===== src/sv/gals_pkg.sv =====
// Package for the graph adjacency list store: sizes, command, status and register
// codes, and the command record passed from the front end to the back end. No dependencies.
package gals_pkg;

  localparam int unsigned MaxNodes  = 256;
  localparam int unsigned MaxDegree = 16;
  localparam int unsigned NodeW     = 8;
  localparam int unsigned SlotW     = 4;   // log2(MaxDegree)
  localparam int unsigned CntW      = 5;   // holds 0..MaxDegree
  localparam int unsigned AddrW     = NodeW + SlotW;
  localparam int unsigned MemDepth  = MaxNodes * MaxDegree;
  localparam int unsigned WeightW   = 32;
  localparam int unsigned QDepth    = 2;

  localparam logic [2:0] CmdAdd1 = 3'd0;
  localparam logic [2:0] CmdAdd2 = 3'd1;
  localparam logic [2:0] CmdRem1 = 3'd2;
  localparam logic [2:0] CmdRem2 = 3'd3;
  localparam logic [2:0] CmdQry  = 3'd4;

  localparam logic [2:0] StOk       = 3'd0;
  localparam logic [2:0] StPresent  = 3'd1;
  localparam logic [2:0] StSelf     = 3'd2;
  localparam logic [2:0] StNotFound = 3'd3;
  localparam logic [2:0] StFull     = 3'd4;
  localparam logic [2:0] StInMiss   = 3'd5;

  localparam logic [1:0] CfgSelfLoops = 2'd0;
  localparam logic [1:0] CfgWeighted  = 2'd1;
  localparam logic [1:0] CfgDirected  = 2'd2;

  typedef enum logic [1:0] {
    OpAdd   = 2'd0,
    OpRem   = 2'd1,
    OpQuery = 2'd2
  } op_e;

  // One direction of work for the back end.
  typedef struct packed {
    op_e                op;
    logic [NodeW-1:0]   src;
    logic [NodeW-1:0]   dst;
    logic [WeightW-1:0] weight;
    logic               last;
  } job_t;

endpackage


===== src/sv/gals_front.sv =====
// Front end: accepts commands, splits two-way commands into two directions,
// drops unused codes and queues the jobs. Depends on gals_pkg.
module gals_front
  import gals_pkg::*;
(
  input  logic             clk_i,
  input  logic             rst_ni,
  input  logic             in_valid_i,
  output logic             in_ready_o,
  input  logic [2:0]       cmd_i,
  input  logic [NodeW-1:0] src_i,
  input  logic [NodeW-1:0] dst_i,
  input  logic [31:0]      weight_i,
  output logic             job_valid_o,
  input  logic             job_ready_i,
  output job_t             job_o
);

  job_t       q_mem_q [QDepth];
  logic [1:0] cnt_q, cnt_d;
  logic       rd_q, wr_q;
  logic       two_way;
  job_t       j0, j1;
  logic       push0, push1, pop;

  always_comb begin
    j0 = '{op: OpQuery, src: src_i, dst: dst_i, weight: weight_i, last: 1'b1};
    j1 = '{op: OpQuery, src: dst_i, dst: src_i, weight: weight_i, last: 1'b1};
    two_way = 1'b0;
    case (cmd_i)
      CmdAdd1: j0.op = OpAdd;
      CmdAdd2: begin j0.op = OpAdd; j1.op = OpAdd; two_way = 1'b1; end
      CmdRem1: j0.op = OpRem;
      CmdRem2: begin j0.op = OpRem; j1.op = OpRem; two_way = 1'b1; end
      default: ;
    endcase
    if (two_way) j0.last = 1'b0;
  end

  // Accept only when both directions fit at once.
  assign in_ready_o  = (cnt_q == 2'd0);
  assign push0       = in_valid_i && in_ready_o && (cmd_i <= CmdQry);
  assign push1       = push0 && two_way;
  assign job_valid_o = (cnt_q != 2'd0);
  assign job_o       = q_mem_q[rd_q];
  assign pop         = job_valid_o && job_ready_i;

  always_comb begin
    cnt_d = cnt_q;
    if (push0) cnt_d = push1 ? 2'd2 : 2'd1;
    else if (pop) cnt_d = cnt_q - 2'd1;
  end

  always_ff @(posedge clk_i or negedge rst_ni) begin
    if (!rst_ni) begin
      cnt_q <= '0;
      rd_q  <= 1'b0;
      wr_q  <= 1'b0;
    end else begin
      cnt_q <= cnt_d;
      if (pop) rd_q <= ~rd_q;
      if (push0) wr_q <= push1 ? wr_q : ~wr_q;
    end
  end

  always_ff @(posedge clk_i) begin
    if (push0) begin
      q_mem_q[wr_q] <= j0;
      if (push1) q_mem_q[~wr_q] <= j1;
    end
  end

endmodule


===== config.mk =====
export PLATFORM = sky130hd
export DESIGN_NAME = gals_front
export DESIGN_NICKNAME = d
export VERILOG_FILES = /design/src/sv/gals_pkg.sv /design/src/sv/gals_front.sv
export SDC_FILE = /design/constraint.sdc
export NUM_CORES = 1
export LEC_CHECK = 0
export ABC_AREA = 0
export BUFFER_PORTS_ARGS = -buffer_cell sky130_fd_sc_hd__buf_2
export CAP_MARGIN = 25
export CORE_MARGIN = 2
export CORE_UTILIZATION = 58
export CTS_CLUSTER_SIZE = 16
export DETAILED_ROUTE_END_ITERATION = 10
export HOLD_SLACK_MARGIN = 0.03
export PLACE_DENSITY = 0.92
export SYNTH_ARGS = -nofsm -noshare
export SYNTH_HDL_FRONTEND = slang
export SYNTH_SLANG_ARGS = --single-unit
export TNS_END_PERCENT = 10

===== constraint.sdc =====
create_clock -name clk_i -period 4.5 [get_ports clk_i]
set_input_delay 0.675 -clock clk_i [delete_from_list [all_inputs] [get_ports clk_i]]
set_output_delay 0.675 -clock clk_i [all_outputs]
set_load 0.01 [all_outputs]

======== Word-level counts from Yosys, hierarchy flattened ========
Memory sizes are Yosys's and may differ from the RTL's.
Cells that the tools add are included.
storage, ports and cells
  register bits after elaboration ......... 4
  RAM bits ................................ 102
  memories kept ........................... 1
cells by class
  add/sub/neg operators ................... 1
  magnitude comparators ................... 1
  eq/ne operators ......................... 3
  multiplexer cells ....................... 12
  bitwise operators ....................... 3
  reduce and logical (&&, ||, !) cells .... 12
memory list
  name     depth  width  rd ports  clocked after memory_dff  wr ports  RTL line          text
  q_mem_q  2      51     1         0                         2         gals_front.sv:19  job_t q_mem_q [QDepth];
operators by type and width
  cell                 count
  $pmux 2 s2           2
  $mux 1               7
  $eq 3x2->1 const B   2
  $mux 2               3
  $reduce_or 2->1      3
  $logic_and 1x1->1    4
  $reduce_bool 2->1    2
  $eq 3x1->1 const B   1
  $le 3x3->1 const B   1
  $logic_not 3->1      1
  $not 1->1            3
  $logic_not 2->1      1
  $reduce_and 2->1     1
  $sub 2x1->2 const B  1

======== Depth between registers and ports, before layout ========
  word-level depth ........................ 7
  depth in mapped cells ................... 8
  mapped depth without buffers ............ 5

======== Least setup slack after synthesis ========
OpenSTA, ideal clock, no wires.
  kind .................................... input port to flip-flop
  start point ............................. input port cmd_i[1]
  end point ............................... memory q_mem_q[0][10] (netlist name) (enable)
  library setup time ...................... 0.386 ns
  arrival time ............................ 1.937 ns
  data required time ...................... 4.114 ns
  setup slack ............................. 2.177 ns
  stages .................................. 3
  buffers on the path ..................... 1
  cells stage by stage .................... o21a_1 nor3_2 buf_2
RTL lines
  item                RTL line          text
  start: declaration  gals_front.sv:10  input logic [2:0] cmd_i,
  end: declaration    gals_front.sv:19

==> summary by stage <==
Pwr
Power spread over the standard cell area amounts to 468.8 mW/mm². The worst voltage drop across the vdd grid is 297.7 µV. Summed over all cells, the static leakage comes to 2.182 nW.

Drt
The detail route stage leaves a number of antenna-violating nets equal to 0. Detailed routing inserted a total of 2,860 vias. The first TritonRoute pass finished after 4 iterations. The remaining design rule violation count is 0. After detailed routing, the total wire length is 8457 µm. In the routed layout, each cell is associated on average with a via count of 5.489.

In the final routed layout, each cell accounts on average for 16.23 µm. The count of routing violations after the opening detailed-route iteration is 87.

CTS
The root buffer cell is clkbuf_8. The clock net sink count is 106. Clock-pin slew was measured on the worst setup and hold paths at 0.09 ns. The clock passes through at most 2 buffers. The clock tree synthesis step divided the H-tree into 3 levels. The CTS tree is done. TritonCTS created 9 clock buffers. The clock insertion delay at the later pin of the skew report is 0.36 ns. The post-CTS resize count is 0.

The total of hold buffers inserted after clock tree synthesis is 0. Post-CTS timing repair inserted 0 buffers for setup.

Synthesis
The number of nets handed over by synthesis was 364. The post-synthesis cell count is 308. The average instance area after synthesis is 15.63 µm². The number of warnings reported in the yosys synthesis log is 0.

The cell area that synthesis handed to floorplanning was 0.004813 mm². Yosys mapped the design onto 33 distinct sky130hd cell types. The share of the Yosys chip area taken by registers is 0.6530.

The number of storage elements in the synthesis netlist is 106.

Timing
Setup total negative slack on the finished layout was measured at 0 ns. Static timing analysis puts the maximum clock frequency at 364.9 MHz. Setup repair after global routing left no endpoint under its margin. The normalized max-slew margin is 0.4293. The setup-violating endpoint count in the final report is 0. The count of final hold-check violations was 0. The least setup slack across all paths after layout is 1.759 ns. The max-slew violation count was 0. The final critical delay including setup and external delays is 2.741 ns. For the pin with the worst max-slew slack, the measured transition is 0.8560 ns.

In the finished design, the share of the clock period the worst path needs comes to 0.6090. For the final database, setup skew stands at 0.01300 ns.

Global route
The global routing usage summed across all routing layers is 0.1902. After global routing the overflow that remains totals 0. The number of antenna violations at the first check in global routing is 0. The pin count of the biggest net entering global routing is 83. The wire length of the first global-routing pass is 12,920 µm. The number of global-route vias before repair is 2,728.

Critical path
The arrival time reported for the critical path endpoint is 2.07 ns. The critical path in this run is classified as flop to primary output. The setup slack of the worst register-to-register path is 2.27 ns. The type of destination of the critical path is a primary output. The required time at the worst-slack endpoint is 3.83 ns.

The depth of the worst register-to-register path is 6. The maximum net fanout on the critical path is 30. The endpoint of the most critical register-to-register path is q_mem_q[0][22].

The type of origin of the critical path is a flop. The worst flop-to-flop path startpoint is cnt_q[0].

Floorplan
The floorplan die height is 95.10 µm. From left edge to right edge, the die measures 95.10 µm. The starting utilization of the core area is 0.5918. 108 I/O pins were placed. The floorplan die area is 0.009044 mm².

The number of core rows is 33. The core area is 0.008134 mm².

Final layout
Of the cells placed in the final design, the portion with a size suffix greater than 1 is 0.4760. The final layout contains 467 nets. The final antenna diode count is 0. The finished layout cell area is 0.005580 mm². The count of fill cells added during filler insertion is 576.

The area used by sequential logic in the layout is 0.003144 mm². Compared with the post-synthesis result, the final layout area differs by 15.93%. The multi-input combinational cell area is 0.001538 mm².

Placement
The HPWL after detailed placement is 5593 µm. Prior to clock tree synthesis, the placed netlist has a worst setup slack of 2.070 ns. The quantity of I/O buffers inserted on ports is 107.

The congestion estimate from routability-driven global placement came to 0.7794. Summing all placed instances gives a cell area of 0.005394 mm².

Worst hold path
The tightest min-delay check is of the input port to async pin type.

Status
The run finished with clean final reports.

Flow run
The total of max-cap violations is 0.
[how the worst max path moves through the flow]
stage / depth (start not counted) / slack (ns) / startpoint / end
6_report: 3 / 1.76 / rd_q / job_o[2]
4_1_cts: 3 / 1.74 / rd_q / job_o[19]
3_3_place_gp: 4 / 2.11 / cmd_i[1] / q_mem_q[0][24]
5_1_grt: 3 / 1.65 / rd_q / job_o[9]
3_5_place_dp: 5 / 2.07 / cmd_i[1] / q_mem_q[0][22]
2_1_floorplan: 3 / 2.18 / cmd_i[1] / q_mem_q[0][10]
[cells by family after synthesis]
group,count (synthesis),share of synthesized area
compound gates,40,0.07409
xor+xnor,3,0.005460
simple gates,84,0.1154
buf+inv,23,0.03015
mux,51,0.1193
fa+ha+maj,1,0.002599
flops,106,0.6530
[critical path, cell delays in order (launching register included)]
cell and delay, ns:
dfrtp_2 0.70, buf_4 0.46, mux2_2 0.38, buf_2 0.14
[Yosys cell counts]
library cell  instances  share of area
a22o_2               12          0.025
and2_4                2         0.0036
buf_2                 8         0.0083
nor3_4                2         0.0068
and2_2                1         0.0016
o21a_1                1         0.0016
nand2_2               1         0.0013
a2bb2oi_1             1         0.0018
and4b_1               1         0.0021
a22oi_1               1         0.0016
xnor2_1               2         0.0036
o21ai_0               1         0.0010
dfrtp_1               4          0.021
buf_6                 3         0.0070
nor2b_1               2         0.0026
a21oi_1               1         0.0010
nor4b_1               2         0.0036
nor2_1                2         0.0016
o31a_2                2         0.0042
and2_1               66          0.086
buf_8                 2         0.0062
a211oi_1              1         0.0016
buf_4                 1         0.0016
xor2_1                1         0.0018
nor3_2                2         0.0042
mux2_2               51           0.12
edfxtp_1            100           0.62
ha_1                  1         0.0026
nand2_1               3         0.0023
inv_1                 4         0.0031
a22o_1               20          0.036
dfxtp_1               2         0.0083
clkbuf_1              5         0.0039
[placed cells by master, fill, tap and decap left out, drive strengths merged, types with 3 or more instances in the layout]
master,n
a22o,32
dfrtp,4
edfxtp,100
inv,4
mux2,51
and2,69
buf,111
clkbuf,11
nand2,4
nor3,4
clkinv,3
[registers in the layout, summed over array words and instances (netlist names)]
name     cells
wr_q         1
rd_q         1
q_mem_q    102
cnt_q        2
[per-layer routing]
metal,global-route usage,vias to the layer above,part of all wire
met4,0.08454,0,0.025
met1,0.2373,1392,0.43
met5,0,-,0
met3,0.05138,18,0.056
met2,0.3122,93,0.49
li1,-,1357,-
[final cells by class]
class	instances	area share
Multi-Input combinational cell	179	0.2756
Timing Repair Buffer	111	0.1013
Clock inverter	5	0.009865
Inverter	4	0.002691
Clock buffer	11	0.02354
Sequential cell	106	0.5635
Tap cell	105	0.02354
[metrics by stage]
stage | total power [W] | utilization | hold WS [ns] | cells
2_1_floorplan | 0.001825 | - | 0.3794 | 308
3_3_place_gp | 0.002060 | 0.6631 | 0.4637 | 505
3_5_place_dp | 0.002082 | 0.6631 | 0.4801 | 505
4_1_cts | 0.002634 | 0.6860 | 0.1016 | 521
5_1_grt | 0.002741 | 0.6860 | 0.09604 | 521
6_report | 0.002616 | 0.6860 | 0.1133 | 521
[power breakdown]
part / internal [W] / switching (W)
Sequential: 0.00120 / 0.0000730
Combinational: 0.000388 / 0.000393
Clock: 0.000256 / 0.000305
Total: 0.00185 / 0.000770
Note: power is estimated with default switching activity, not from simulation.
